<file path="config.mk">
export PLATFORM = sky130hd
export DESIGN_NAME = jpeg_exif_segment_stripper_unit
export DESIGN_NICKNAME = d
export VERILOG_FILES = /design/src/rtl/core/jxs_pkg.sv /design/src/rtl/core/jxs_front.sv /design/src/rtl/core/jxs_cmd_fifo.sv /design/src/rtl/core/jxs_back.sv /design/src/rtl/core/jpeg_exif_segment_stripper_unit.sv
export SDC_FILE = /design/constraint.sdc
export NUM_CORES = 1
export LEC_CHECK = 0
export BUFFER_PORTS_ARGS = -buffer_cell sky130_fd_sc_hd__buf_4
export CAP_MARGIN = 20
export CORE_ASPECT_RATIO = 1.75
export CORE_MARGIN = 2
export CORE_UTILIZATION = 57
export DETAILED_ROUTE_END_ITERATION = 8
export GPL_TIMING_DRIVEN = 0
export PLACE_DENSITY = 0.81
export SLEW_MARGIN = 20
export SYNTH_ARGS = -nofsm -noshare
export SYNTH_HDL_FRONTEND = slang
export SYNTH_SLANG_ARGS = --single-unit
</file>
<file path="constraint.sdc">
create_clock -name aclk -period 5.3 [get_ports aclk]
set_input_delay 0 -clock aclk [delete_from_list [all_inputs] [get_ports aclk]]
set_output_delay 0 -clock aclk [all_outputs]
set_load 0.005 [all_outputs]
</file>
<file path="src/rtl/core/jxs_pkg.sv">
// shared types, constants and helpers of the exif segment stripper
`default_nettype none

package jxs_pkg;

    localparam int HOLD_DEPTH     = 10;
    localparam int HOLD_IDX_W     = $clog2(HOLD_DEPTH);
    localparam int HOLD_CNT_W     = $clog2(HOLD_DEPTH + 1);
    localparam int CMD_FIFO_DEPTH = 4;

    localparam logic [7:0] MARK_PREFIX = 8'hFF;
    localparam logic [7:0] MARK_SOI    = 8'hD8;
    localparam logic [7:0] MARK_EOI    = 8'hD9;
    localparam logic [7:0] MARK_SOS    = 8'hDA;
    localparam logic [7:0] MARK_TEM    = 8'h01;
    localparam logic [7:0] MARK_RST0   = 8'hD0;
    localparam logic [7:0] MARK_RST7   = 8'hD7;
    localparam logic [7:0] MARK_APP1   = 8'hE1;

    localparam logic [15:0] MIN_SEG_LEN  = 16'd2;
    localparam logic [15:0] MIN_EXIF_LEN = 16'd8;

    localparam int EXIF_SIG_LEN = 6;
    localparam int SIG_OFFSET   = HOLD_DEPTH - EXIF_SIG_LEN;
    localparam logic [0:EXIF_SIG_LEN-1][7:0] EXIF_SIG =
        '{8'h45, 8'h78, 8'h69, 8'h66, 8'h00, 8'h00};

    typedef logic [HOLD_DEPTH-1:0][7:0] jxs_hold_t;

    typedef struct packed {
        logic [7:0] data_byte;
        logic       last_byte;
    } jxs_in_t;

    typedef struct packed {
        logic [7:0] out_byte;
        logic       byte_valid;
        logic       end_of_file;
        logic       status;
        logic       run_last;
    } jxs_out_t;

    typedef struct packed {
        jxs_hold_t             data;
        logic [HOLD_CNT_W-1:0] n_data;
        logic                  has_status;
        logic                  status;
    } jxs_cmd_t;

    // held bytes from the signature offset plus the incoming byte as the last one
    function automatic logic exif_sig_match(input jxs_hold_t held, input logic [7:0] d);
        logic ok;
        ok = (d == EXIF_SIG[EXIF_SIG_LEN-1]);
        for (int i = 0; i < EXIF_SIG_LEN - 1; i++) begin
            if (held[SIG_OFFSET + i] != EXIF_SIG[i]) begin
                ok = 1'b0;
            end
        end
        return ok;
    endfunction

endpackage

`default_nettype wire

</file>
<file path="src/rtl/core/jxs_front.sv">
// front end: marker parser that turns each input byte that releases data or ends the file into an output command
`default_nettype none

module jxs_front
    import jxs_pkg::*;
(
    input  wire logic     aclk,
    input  wire logic     aresetn,
    input  wire logic     s_valid,
    output logic          s_ready,
    input  wire jxs_in_t  s_data,
    input  wire logic     fifo_full,
    output logic          push,
    output jxs_cmd_t      cmd
);

    typedef enum logic [9:0] {
        PH_FIRST   = 10'b00_0000_0001,
        PH_SECOND  = 10'b00_0000_0010,
        PH_PASS    = 10'b00_0000_0100,
        PH_MARK_FF = 10'b00_0000_1000,
        PH_MARK_ID = 10'b00_0001_0000,
        PH_LEN_HI  = 10'b00_0010_0000,
        PH_LEN_LO  = 10'b00_0100_0000,
        PH_SIG     = 10'b00_1000_0000,
        PH_BODY    = 10'b01_0000_0000,
        PH_ERR     = 10'b10_0000_0000
    } jxs_phase_t;

    jxs_phase_t            phase_reg, phase_next;
    jxs_hold_t             hold_reg, hold_next;
    logic [HOLD_CNT_W-1:0] hold_cnt_reg, hold_cnt_next;
    logic [15:0]           remain_reg, remain_next;
    logic [7:0]            len_hi_reg, len_hi_next;
    logic                  app1_reg, app1_next;
    logic                  drop_reg, drop_next;
    logic                  err_reg, err_next;

    logic                  accept;
    logic [7:0]            d;
    logic                  fin;
    logic                  err;
    logic                  hold_wr;
    logic [HOLD_CNT_W-1:0] out_n;
    logic [15:0]           seg_len;
    logic [15:0]           remain_dec;
    logic                  standalone;
    jxs_hold_t             cmd_data;

    assign s_ready = !fifo_full;
    assign accept  = s_valid && s_ready;
    assign d       = s_data.data_byte;
    assign fin     = s_data.last_byte;
    assign seg_len = {len_hi_reg, d};

    assign remain_dec = (remain_reg != 16'd0) ? remain_reg - 16'd1 : remain_reg;
    assign standalone = (d == MARK_TEM) || (d >= MARK_RST0 && d <= MARK_RST7);

    always_comb begin
        cmd_data = hold_reg;
        if (hold_cnt_reg < HOLD_CNT_W'(HOLD_DEPTH)) begin
            cmd_data[hold_cnt_reg[HOLD_IDX_W-1:0]] = d;
        end
    end

    always_comb begin
        phase_next    = phase_reg;
        hold_next     = hold_reg;
        hold_cnt_next = hold_cnt_reg;
        remain_next   = remain_reg;
        len_hi_next   = len_hi_reg;
        app1_next     = app1_reg;
        drop_next     = drop_reg;
        err_next      = err_reg;
        err           = 1'b0;
        hold_wr       = 1'b0;
        out_n         = '0;

        unique case (phase_reg)
            PH_FIRST: begin
                if (d == MARK_PREFIX) begin
                    hold_wr    = 1'b1;
                    phase_next = PH_SECOND;
                end else begin
                    out_n      = HOLD_CNT_W'(1);
                    phase_next = PH_PASS;
                end
            end
            PH_SECOND: begin
                if (d == MARK_SOI && fin) begin
                    err = 1'b1;
                end else begin
                    out_n         = hold_cnt_reg + HOLD_CNT_W'(1);
                    hold_cnt_next = '0;
                    phase_next    = (d == MARK_SOI) ? PH_MARK_FF : PH_PASS;
                end
            end
            PH_PASS: begin
                out_n = HOLD_CNT_W'(1);
            end
            PH_MARK_FF: begin
                if (d != MARK_PREFIX) begin
                    err = 1'b1;
                end else begin
                    hold_wr    = 1'b1;
                    phase_next = PH_MARK_ID;
                end
            end
            PH_MARK_ID: begin
                app1_next = (d == MARK_APP1);
                if (d == MARK_EOI || d == MARK_SOS) begin
                    out_n         = hold_cnt_reg + HOLD_CNT_W'(1);
                    hold_cnt_next = '0;
                    phase_next    = PH_PASS;
                end else if (standalone) begin
                    out_n         = hold_cnt_reg + HOLD_CNT_W'(1);
                    hold_cnt_next = '0;
                    phase_next    = PH_MARK_FF;
                end else begin
                    hold_wr    = 1'b1;
                    phase_next = PH_LEN_HI;
                end
            end
            PH_LEN_HI: begin
                hold_wr     = 1'b1;
                len_hi_next = d;
                phase_next  = PH_LEN_LO;
            end
            PH_LEN_LO: begin
                hold_wr = 1'b1;
                if (seg_len < MIN_SEG_LEN) begin
                    err = 1'b1;
                end else begin
                    remain_next = seg_len - MIN_SEG_LEN;
                    drop_next   = 1'b0;
                    if (app1_reg && seg_len >= MIN_EXIF_LEN) begin
                        phase_next = PH_SIG;
                    end else begin
                        out_n         = hold_cnt_reg + HOLD_CNT_W'(1);
                        hold_cnt_next = '0;
                        hold_wr       = 1'b0;
                        phase_next    = (seg_len != MIN_SEG_LEN) ? PH_BODY : PH_MARK_FF;
                    end
                end
            end
            PH_SIG: begin
                hold_wr     = 1'b1;
                remain_next = remain_dec;
                if (hold_cnt_reg == HOLD_CNT_W'(HOLD_DEPTH - 1)) begin
                    hold_wr       = 1'b0;
                    hold_cnt_next = '0;
                    if (exif_sig_match(hold_reg, d)) begin
                        drop_next = 1'b1;
                    end else begin
                        out_n = hold_cnt_reg + HOLD_CNT_W'(1);
                    end
                    phase_next = (remain_dec != 16'd0) ? PH_BODY : PH_MARK_FF;
                end
            end
            PH_BODY: begin
                if (!drop_reg) begin
                    out_n = HOLD_CNT_W'(1);
                end
                remain_next = remain_dec;
                if (remain_dec == 16'd0) begin
                    phase_next = PH_MARK_FF;
                end
            end
            PH_ERR: begin
            end
            default: begin
                phase_next = PH_ERR;
            end
        endcase

        if (hold_wr && hold_cnt_reg < HOLD_CNT_W'(HOLD_DEPTH)) begin
            hold_next[hold_cnt_reg[HOLD_IDX_W-1:0]] = d;
            hold_cnt_next = hold_cnt_reg + HOLD_CNT_W'(1);
        end

        if (err) begin
            err_next      = 1'b1;
            hold_cnt_next = '0;
            out_n         = '0;
            phase_next    = PH_ERR;
        end

        if (fin) begin
            if (phase_next == PH_SECOND) begin
                out_n = hold_cnt_next;
            end else if (phase_next == PH_MARK_ID || phase_next == PH_LEN_HI ||
                         phase_next == PH_LEN_LO || phase_next == PH_SIG ||
                         phase_next == PH_BODY) begin
                err_next = 1'b1;
            end
        end
    end

    always_comb begin
        cmd.data       = cmd_data;
        cmd.n_data     = out_n;
        cmd.has_status = fin;
        cmd.status     = err_next;
    end

    assign push = accept && (fin || out_n != '0);

    always_ff @(posedge aclk) begin
        if (!aresetn) begin
            phase_reg    <= PH_FIRST;
            hold_cnt_reg <= '0;
            remain_reg   <= '0;
            len_hi_reg   <= '0;
            app1_reg     <= 1'b0;
            drop_reg     <= 1'b0;
            err_reg      <= 1'b0;
        end else if (accept) begin
            if (fin) begin
                phase_reg    <= PH_FIRST;
                hold_cnt_reg <= '0;
                remain_reg   <= '0;
                len_hi_reg   <= '0;
                app1_reg     <= 1'b0;
                drop_reg     <= 1'b0;
                err_reg      <= 1'b0;
            end else begin
                phase_reg    <= phase_next;
                hold_cnt_reg <= hold_cnt_next;
                remain_reg   <= remain_next;
                len_hi_reg   <= len_hi_next;
                app1_reg     <= app1_next;
                drop_reg     <= drop_next;
                err_reg      <= err_next;
            end
        end
    end

    always_ff @(posedge aclk) begin
        if (accept) begin
            hold_reg <= hold_next;
        end
    end

endmodule

`default_nettype wire

</file>
<file path="src/rtl/core/jxs_cmd_fifo.sv">
// command queue between the parser and the output sequencer
`default_nettype none

module jxs_cmd_fifo
    import jxs_pkg::*;
#(
    parameter int DEPTH = CMD_FIFO_DEPTH
) (
    input  wire logic     aclk,
    input  wire logic     aresetn,
    input  wire logic     push,
    input  wire jxs_cmd_t wr_cmd,
    output logic          full,
    input  wire logic     pop,
    output jxs_cmd_t      rd_cmd,
    output logic          empty
);

    localparam int PTR_W = (DEPTH > 1) ? $clog2(DEPTH) : 1;
    localparam int CNT_W = $clog2(DEPTH + 1);

    jxs_cmd_t         mem [DEPTH];
    logic [PTR_W-1:0] wr_ptr_reg, rd_ptr_reg;
    logic [CNT_W-1:0] count_reg;
    logic             do_push, do_pop;

    assign full    = (count_reg == CNT_W'(DEPTH));
    assign empty   = (count_reg == '0);
    assign do_push = push && !full;
    assign do_pop  = pop && !empty;
    assign rd_cmd  = mem[rd_ptr_reg];

    always_ff @(posedge aclk) begin
        if (do_push) begin
            mem[wr_ptr_reg] <= wr_cmd;
        end
    end

    always_ff @(posedge aclk) begin
        if (!aresetn) begin
            wr_ptr_reg <= '0;
            rd_ptr_reg <= '0;
            count_reg  <= '0;
        end else begin
            if (do_push) begin
                wr_ptr_reg <= (wr_ptr_reg == PTR_W'(DEPTH - 1)) ? '0 : wr_ptr_reg + PTR_W'(1);
            end
            if (do_pop) begin
                rd_ptr_reg <= (rd_ptr_reg == PTR_W'(DEPTH - 1)) ? '0 : rd_ptr_reg + PTR_W'(1);
            end
            if (do_push && !do_pop) begin
                count_reg <= count_reg + CNT_W'(1);
            end else if (do_pop && !do_push) begin
                count_reg <= count_reg - CNT_W'(1);
            end
        end
    end

endmodule

`default_nettype wire

</file>
<file path="src/rtl/core/jxs_back.sv">
// back end: expands each command into result transactions through an output register
`default_nettype none

module jxs_back
    import jxs_pkg::*;
(
    input  wire logic     aclk,
    input  wire logic     aresetn,
    input  wire jxs_cmd_t head,
    input  wire logic     head_empty,
    output logic          pop,
    output logic          m_valid,
    input  wire logic     m_ready,
    output jxs_out_t      m_data
);

    logic [HOLD_CNT_W-1:0] idx_reg;
    logic [HOLD_CNT_W:0]   total;
    logic                  m_valid_reg;
    jxs_out_t              m_data_reg;
    jxs_out_t              item;
    logic                  advance;
    logic                  is_last;

    assign total   = {1'b0, head.n_data} + {{HOLD_CNT_W{1'b0}}, head.has_status};
    assign is_last = ({1'b0, idx_reg} + (HOLD_CNT_W + 1)'(1)) == total;
    assign advance = !head_empty && (!m_valid_reg || m_ready);
    assign pop     = advance && is_last;

    always_comb begin
        if (idx_reg < head.n_data) begin
            item.out_byte    = head.data[idx_reg[HOLD_IDX_W-1:0]];
            item.byte_valid  = 1'b1;
            item.end_of_file = 1'b0;
            item.status      = 1'b0;
        end else begin
            item.out_byte    = 8'h00;
            item.byte_valid  = 1'b0;
            item.end_of_file = 1'b1;
            item.status      = head.status;
        end
        item.run_last = is_last;
    end

    always_ff @(posedge aclk) begin
        if (!aresetn) begin
            m_valid_reg <= 1'b0;
            idx_reg     <= '0;
        end else if (advance) begin
            m_valid_reg <= 1'b1;
            idx_reg     <= is_last ? '0 : idx_reg + HOLD_CNT_W'(1);
        end else if (m_ready) begin
            m_valid_reg <= 1'b0;
        end
    end

    always_ff @(posedge aclk) begin
        if (advance) begin
            m_data_reg <= item;
        end
    end

    assign m_valid = m_valid_reg;
    assign m_data  = m_data_reg;

endmodule

`default_nettype wire

</file>
<file path="src/rtl/core/jpeg_exif_segment_stripper_unit.sv">
// top level of the jpeg exif segment stripper
//
// usage: bytes of an image file enter on the s_ channel (data_byte, last_byte)
// one transaction per byte; the stripped file leaves on the m_ channel.
// every file ends with one status-only transaction (byte_valid 0, end_of_file 1)
// whose status bit is 1 on a decode error; data already delivered for such a
// file must be discarded. run_last marks the last result of an input byte.
// the results of a byte pass through the command queue and then the output register.
// throughput: one byte per cycle in steady flow. a byte that releases held
// header bytes yields up to ten data transactions plus the end-of-file one,
// one per cycle from the output sequencer while m_ready allows; the parser keeps accepting until
// the command queue (FIFO_DEPTH entries) is full, then s_ready falls.
// a stall on m_ready holds the output register and backs up into the queue.
// reset (aresetn low, synchronous) empties the queue, drops any pending
// result and returns the parser to the start of a file.
`default_nettype none

module jpeg_exif_segment_stripper_unit
    import jxs_pkg::*;
#(
    parameter int FIFO_DEPTH = CMD_FIFO_DEPTH
) (
    input  wire logic     aclk,
    input  wire logic     aresetn,
    input  wire logic     s_valid,
    output logic          s_ready,
    input  wire jxs_in_t  s_data,
    output logic          m_valid,
    input  wire logic     m_ready,
    output jxs_out_t      m_data
);

    jxs_cmd_t wr_cmd;
    jxs_cmd_t rd_cmd;
    logic     push;
    logic     pop;
    logic     full;
    logic     empty;

    jxs_front u_front (
        .aclk      (aclk),
        .aresetn   (aresetn),
        .s_valid   (s_valid),
        .s_ready   (s_ready),
        .s_data    (s_data),
        .fifo_full (full),
        .push      (push),
        .cmd       (wr_cmd)
    );

    jxs_cmd_fifo #(
        .DEPTH (FIFO_DEPTH)
    ) u_fifo (
        .aclk    (aclk),
        .aresetn (aresetn),
        .push    (push),
        .wr_cmd  (wr_cmd),
        .full    (full),
        .pop     (pop),
        .rd_cmd  (rd_cmd),
        .empty   (empty)
    );

    jxs_back u_back (
        .aclk       (aclk),
        .aresetn    (aresetn),
        .head       (rd_cmd),
        .head_empty (empty),
        .pop        (pop),
        .m_valid    (m_valid),
        .m_ready    (m_ready),
        .m_data     (m_data)
    );

endmodule

`default_nettype wire

</file>
==> results of run 1 <==
==> through the flow <==
| stage | util [%] | total power [mW] | TNS (ps) |
|---|---|---|---|
| 2_1_floorplan | - | 5.94 | 0 |
| 6_report | 64.4 | 9.82 | 0 |
| 3_5_place_dp | 60.4 | 6.61 | -3550 |
| 3_3_place_gp | 59.9 | 6.57 | -740300 |
| 5_1_grt | 64.4 | 10.1 | 0 |
| 4_1_cts | 64.3 | 9.85 | 0 |
==> power by group <==
part | internal, mW | leakage [nW] | switching [mW]
clock | 1.88 | 0.706 | 1.40
combinational | 0.789 | 2.81 | 1.09
sequential | 4.56 | 4.29 | 0.0920
total | 7.23 | 7.80 | 2.59
==> cell type report <==
| cell class | count | area (um2) | area share (%) |
|---|---|---|---|
| plain buffers | 99 | 417 | 1.69 |
| clock buffers | 49 | 1090 | 4.40 |
| clock inverters | 29 | 377 | 1.52 |
| inverters | 18 | 67.6 | 0.273 |
| multi-input cells | 820 | 7560 | 30.6 |
| flip-flops and latches | 491 | 14200 | 57.4 |
| well taps | 485 | 607 | 2.46 |
| repair buffers | 33 | 393 | 1.59 |
==> worst register-to-register path, cell delays in order (launching register included) <==
cell      delay, ps
dfxtp_1         310
clkbuf_1        310
clkbuf_4        380
buf_6           320
mux4_2          570
ha_1            240
ha_1            220
xor2_1          180
xnor2_1         150
xnor2_1         150
nor4_2          540
nand2_1         270
ha_1            310
inv_1            70
fa_1            180
xor2_1           70
or3_1           300
a21boi_0        170
==> cell families after synthesis <==
group | after synthesis
AO/OA/AOI/OAI | 163
multiplexers | 259
XOR/XNOR | 35
adder cells (fa/ha/maj) | 21
AND/OR/NAND/NOR | 342
buffers and inverters | 119
flip-flops | 491
==> per-layer routing <==
metal	vias up	global-route usage, %
met5	-	0
met4	0	17.2
met3	186	3.24
met2	572	48.2
met1	6675	29.2
li1	5778	-
==> synthesized netlist by cell type (all sizes together) (3+ instances only) <==
library cell / number
dfxtp: 55
mux4: 102
ha: 20
nand3b: 5
a21oi: 29
o21ai: 49
clkbuf: 81
a22oi: 16
a21boi: 13
a21o: 4
o31ai: 6
a211oi: 3
or2: 3
nor4: 25
o41ai: 4
buf: 20
nand4: 16
edfxtp: 436
nor2: 82
o22a: 9
a2111oi: 7
xor2: 19
nor4bb: 5
and4b: 5
mux2: 134
inv: 17
nor2b: 39
nand4b: 7
or3: 7
xnor2: 16
and2: 17
and3: 4
a31oi: 4
nand2b: 7
nand2: 63
mux2i: 23
nor3: 31
or4: 5
nand3: 14
==> final timing paths <==
| path | startpoint | endpoint | slack, ps | depth (start not counted) |
|---|---|---|---|---|
| min reg2reg | u_back.m_valid | u_back.m_valid | 490 | 2 |
| max reg2reg | flip-flop | u_fifo.count_reg[2] | 480 | 17 |
| max | flip-flop | u_fifo.count_reg[2] | 480 | 17 |
| min | s_data[5] | u_front.app1_reg | 60 | 6 |
==> repair_timing <==
action / in CTS / in global routing
pin swaps: 0 / 0
gates resized for setup: 4 / 3
hold endpoints to repair: 11 / 0
hold buffers: 5 / 0
setup endpoints to repair: 7 / 2
==> layout by cell type, fill, tap and decap left out, types with 9 or more instances in the layout <==
cell type / netlist / routed
xnor2_1: 16 / 16
edfxtp_1: 436 / 436
nand2_1: 63 / 63
a22oi_1: 16 / 16
mux2_2: 134 / 134
o22a_1: 9 / 9
nand4_1: 16 / 16
buf_4: 0 / 21
nand3_1: 14 / 14
a21oi_1: 28 / 28
ha_1: 20 / 20
clkbuf_1: 81 / 84
o21ai_0: 46 / 46
clkbuf_16: 0 / 42
nor2b_1: 39 / 39
mux4_2: 102 / 102
nor2_1: 82 / 81
dfxtp_1: 55 / 55
mux2i_1: 23 / 23
a21boi_0: 13 / 13
nor4_1: 24 / 24
nor3_1: 31 / 31
and2_1: 16 / 12
inv_1: 17 / 17
xor2_1: 19 / 19
==> impl_metrics.ini, run 1 <==
[place]
port_buffers = 21
placed_cell_area_um2 = 23200
preCtsSetupSlack_ps = -966
dpl.hpwl_mm = 36.5
gp_congestion = 0.921
dp_cells = 1943

[setup_path]
required_ps = 5780
cp_max_fo = 19
path_cells = clkbuf_1 -> clkbuf_4 -> buf_6 -> mux4_2 -> ha_1 -> ha_1 -> xor2_1 -> xnor2_1 -> xnor2_1 -> nor4_2 -> nand2_1 -> ha_1 -> inv_1 -> fa_1 -> xor2_1 -> or3_1 -> a21boi_0
cp.buffers_inverters = 4
path_common_cell = ha_1
worst-setup-path-type = flip-flop to flip-flop
cp-end-kind = flip-flop
slowest_stage = mux4_2
critPathMaxStageDelay_ps = 550
worstPathArrival_ps = 5300
start_kind = flip-flop
crit_family = simple AND/OR/NAND/NOR gates

[floorplan]
dieHeight_um = 265
dieArea_um2 = 40600
initial_utilization_pct = 57.9
num_io_pins = 27
fp.dieW_um = 153
placementRows = 95
core_um2 = 38400

[min_path]
hold_path_class = input pin to flip-flop

[logic_synthesis]
synthArstFlopShare_pct = 0
synth_compound_area_share_pct = 4.98
synthXorXnorAreaFrac_pct = 1.38
synth-seq-area-share_pct = 63.9
synth_fa_ha_area_share_pct = 1.22
synth_simple_gate_area_share_pct = 8.22
ys_ff_latch = 491
synth_area_per_cell_um2 = 15.5
synth_top_area_share_pct = 58.9
yosys.area.top_type = edfxtp_1
synth_edf_count = 436
synthMuxAreaShare_pct = 18.2
syn_inst = 1430
syn-num-nets = 1464
ys.flop_type = edfxtp_1
ys_warn_count = 0
ys_types = 69
synth_area_um2 = 22200
synth_top_family_by_area = multiplexers
synthTopCellsByArea = edfxtp_1 59%, mux4_2 10%, mux2_2 6.8%

[drt]
vias_per_cell = 6.53
maxUsedRoutingLayer = met4
routed_wirelength_mm = 53.1
firstDrtPassIters = 5
drc = 0
postRouteAntennaNets = 0
routedWlPerCell_um = 26.2
wl_met1_mm = 17.8
met2WireLength_mm = 28.7
vias = 13200
wl_met3_mm = 2.87
first_iter_violations = 1049

[global_route]
gr-usage-all-layers_pct = 26.5
grt_pass1_vias = 13700
overflow = 0
grt_antenna_before_repair = 0
grt_max_degree = 46
grt_pass1_wl_mm = 81.3

[finish]
nNetsFinal = 1539
design_area_um2 = 24700
finalNonFillerCells = 2024
drive_gt1_share_pct = 23.6
fillerInstances = 2652
area_growth_pct = 11.2
largest_reg_flops = 344
antenna_cells = 0

[sta]
period_share_pct = 91.0
clock.fmax_ghz = 0.207
max-slew-margin-rel_pct = 27.2
worst_pin_slew_ps = 1090
rsz0062_at_grt = no
report.final.slew_viol_count = 0
setup_ws_ps = 478
finalCriticalPeriod_ps = 4820
setup_viol = 0
skew_ps = 22.1
hold_viol = 0
holdWs_ps = 63.0

[pwr]
peakVddDrop_v = 0.000362
power_leakage_nw = 7.80
pwr_density_cell_nw_per_um2 = 397

[clock_network]
insertion_delay_ps = 570
cts_htree_levels = 2
cts_root_buffer = clkbuf_16
clkTransAtPathRegs_ps = 70
cts.sinks = 491
cts_tree = done
cts_setup_buffers = 0
cts_buffer_depth = 3
numCtsBuffers = 42

[outcome]
status = complete, no violations

[flow_run]
maxCapViolations = 0
(Power assumes the default switching activity.)
==> run 2: changes to the inputs <==
- GPL_ROUTABILITY_DRIVEN: unset -> 0
- PLACE_DENSITY: 0.81 -> unset
- PLACE_DENSITY_LB_ADDON: unset -> 0.2
==> impl_metrics.ini, run 2 (synthesis results as in run 1) <==
[outcome]
status = complete, no violations

[finish]
multi_input_area_um2 = 7570
final_cell_mix = 436 x edfxtp_1, 134 x mux2_2, 102 x mux4_2
final_common_cell = edfxtp_1
drive_gt1_share_pct = 23.5
seqCellArea_um2 = 14200
antenna_cells = 0
post-route-util_pct = 64.3
fillerInstances = 2765
nNetsFinal = 1546
largest_reg_flops = 344
area_growth_pct = 11.1
design_area_um2 = 24700

[drt]
first_iter_violations = 1074
vias_per_cell = 6.45
routedWlPerCell_um = 26.2
drc = 0
vias = 13100
firstDrtPassIters = 5
routed_wirelength_mm = 53.1
postRouteAntennaNets = 0

[global_route]
gr-usage-all-layers_pct = 26.3
grt_pass1_vias = 13400
grt_antenna_before_repair = 0
grt_pass1_wl_mm = 80.2
overflow = 0
grt_max_degree = 44

[place]
dpl.hpwl_mm = 36.9
placed_cell_area_um2 = 23300
port_buffers = 21

[clock_network]
cts_htree_levels = 2
cts_tree = done
cts.sinks = 491
numCtsBuffers = 43
cts_root_buffer = clkbuf_16
cts_buffer_depth = 3
clkTransAtPathRegs_ps = 60
insertion_delay_ps = 570

[floorplan]
core_um2 = 38400
placementRows = 95
dieHeight_um = 265
dieArea_um2 = 40600
initial_utilization_pct = 57.9
num_io_pins = 27
fp.dieW_um = 153

[sta]
max-slew-margin-rel_pct = 25.6
hold_viol = 0
report.final.slew_viol_count = 0
rsz0062_at_grt = no
skew_ps = 24.6
setup_viol = 0
clock.fmax_ghz = 0.207
worst_pin_slew_ps = 1120
period_share_pct = 91.0
setup_tns_ps = 0
finalCriticalPeriod_ps = 4820

[setup_path]
cp-end-kind = flip-flop
required_ps = 5780
worstPathArrival_ps = 5310
worst-setup-path-type = flip-flop to flip-flop
start_kind = flip-flop
cp_max_fo = 19

[pwr]
power_leakage_nw = 7.79
peakVddDrop_v = 0.000330
pwr_density_cell_nw_per_um2 = 391

[min_path]
hold_path_class = input pin to flip-flop

[flow_run]
maxCapViolations = 0
run 2: what timing repair did:
action | 4_1_cts | 5_1_grt
pin swaps | 0 | 0
hold endpoints to repair | 12 | 0
gates resized for setup | 4 | 2
hold buffers | 5 | 0
endpoints found under the setup margin | 11 | 2
buffers inserted | 0 | 0
run 2: final timing paths:
path / start / end / slack (ps) / cells after the start
max: flip-flop / u_fifo.count_reg[2] / 480 / 17
min: s_valid / u_front.phase_reg[1] / 70 / 4
min reg2reg: u_back.m_valid / u_back.m_valid / 500 / 2
max reg2reg: flip-flop / u_fifo.count_reg[2] / 480 / 17
run 2: layout make-up:
type / count / share of cell area [%]
multi-input combinational: 820 / 30.7
sequential: 491 / 57.5
tap: 485 / 2.46
timing repair buffer: 39 / 1.92
inverter: 18 / 0.274
buffer: 99 / 1.68
clock buffer: 52 / 4.50
clock inverter: 25 / 0.953
run 2: worst max-delay path, stage by stage (launching register included):
cell,delay [ps]
dfxtp_1,320
clkbuf_1,320
clkbuf_2,470
buf_6,350
mux4_2,550
ha_1,250
ha_1,210
xor2_1,170
xnor2_1,190
xnor2_1,120
nor4_4,460
nand2_1,230
ha_1,310
inv_1,70
fa_1,170
xor2_1,80
or3_1,320
a21boi_0,170
run 2: routing by layer:
metal	wire [um]	vias to the layer above	track usage [%]	part of all wire [%]
met2	28900	527	48.1	54
met3	2540	139	2.75	4.8
met5	0	-	0	0
li1	-	5786	-	-
met1	18400	6629	29.7	35
met4	3290	0	15.2	6.2
run 2: through the flow:
stage / power, mW / setup slack, ps / hold WS [ps] / std cells
6_report: 9.64 / 475 / 67.8 / 2029
5_1_grt: 9.96 / 97.1 / 88.0 / 2029
4_1_cts: 9.70 / 63.9 / 28.9 / 2029
3_5_place_dp: 6.67 / -1080 / 242 / 1948
3_3_place_gp: 6.62 / -2200 / 234 / 1936
2_1_floorplan: 5.94 / 205 / 98.9 / 1430
run 2: power by group:
group / internal, mW / switching, mW / leakage [nW] / total, mW
Clock: 1.70 / 1.36 / 0.653 / 3.06
Combinational: 0.815 / 1.13 / 2.85 / 1.94
Sequential: 4.56 / 0.0868 / 4.29 / 4.64
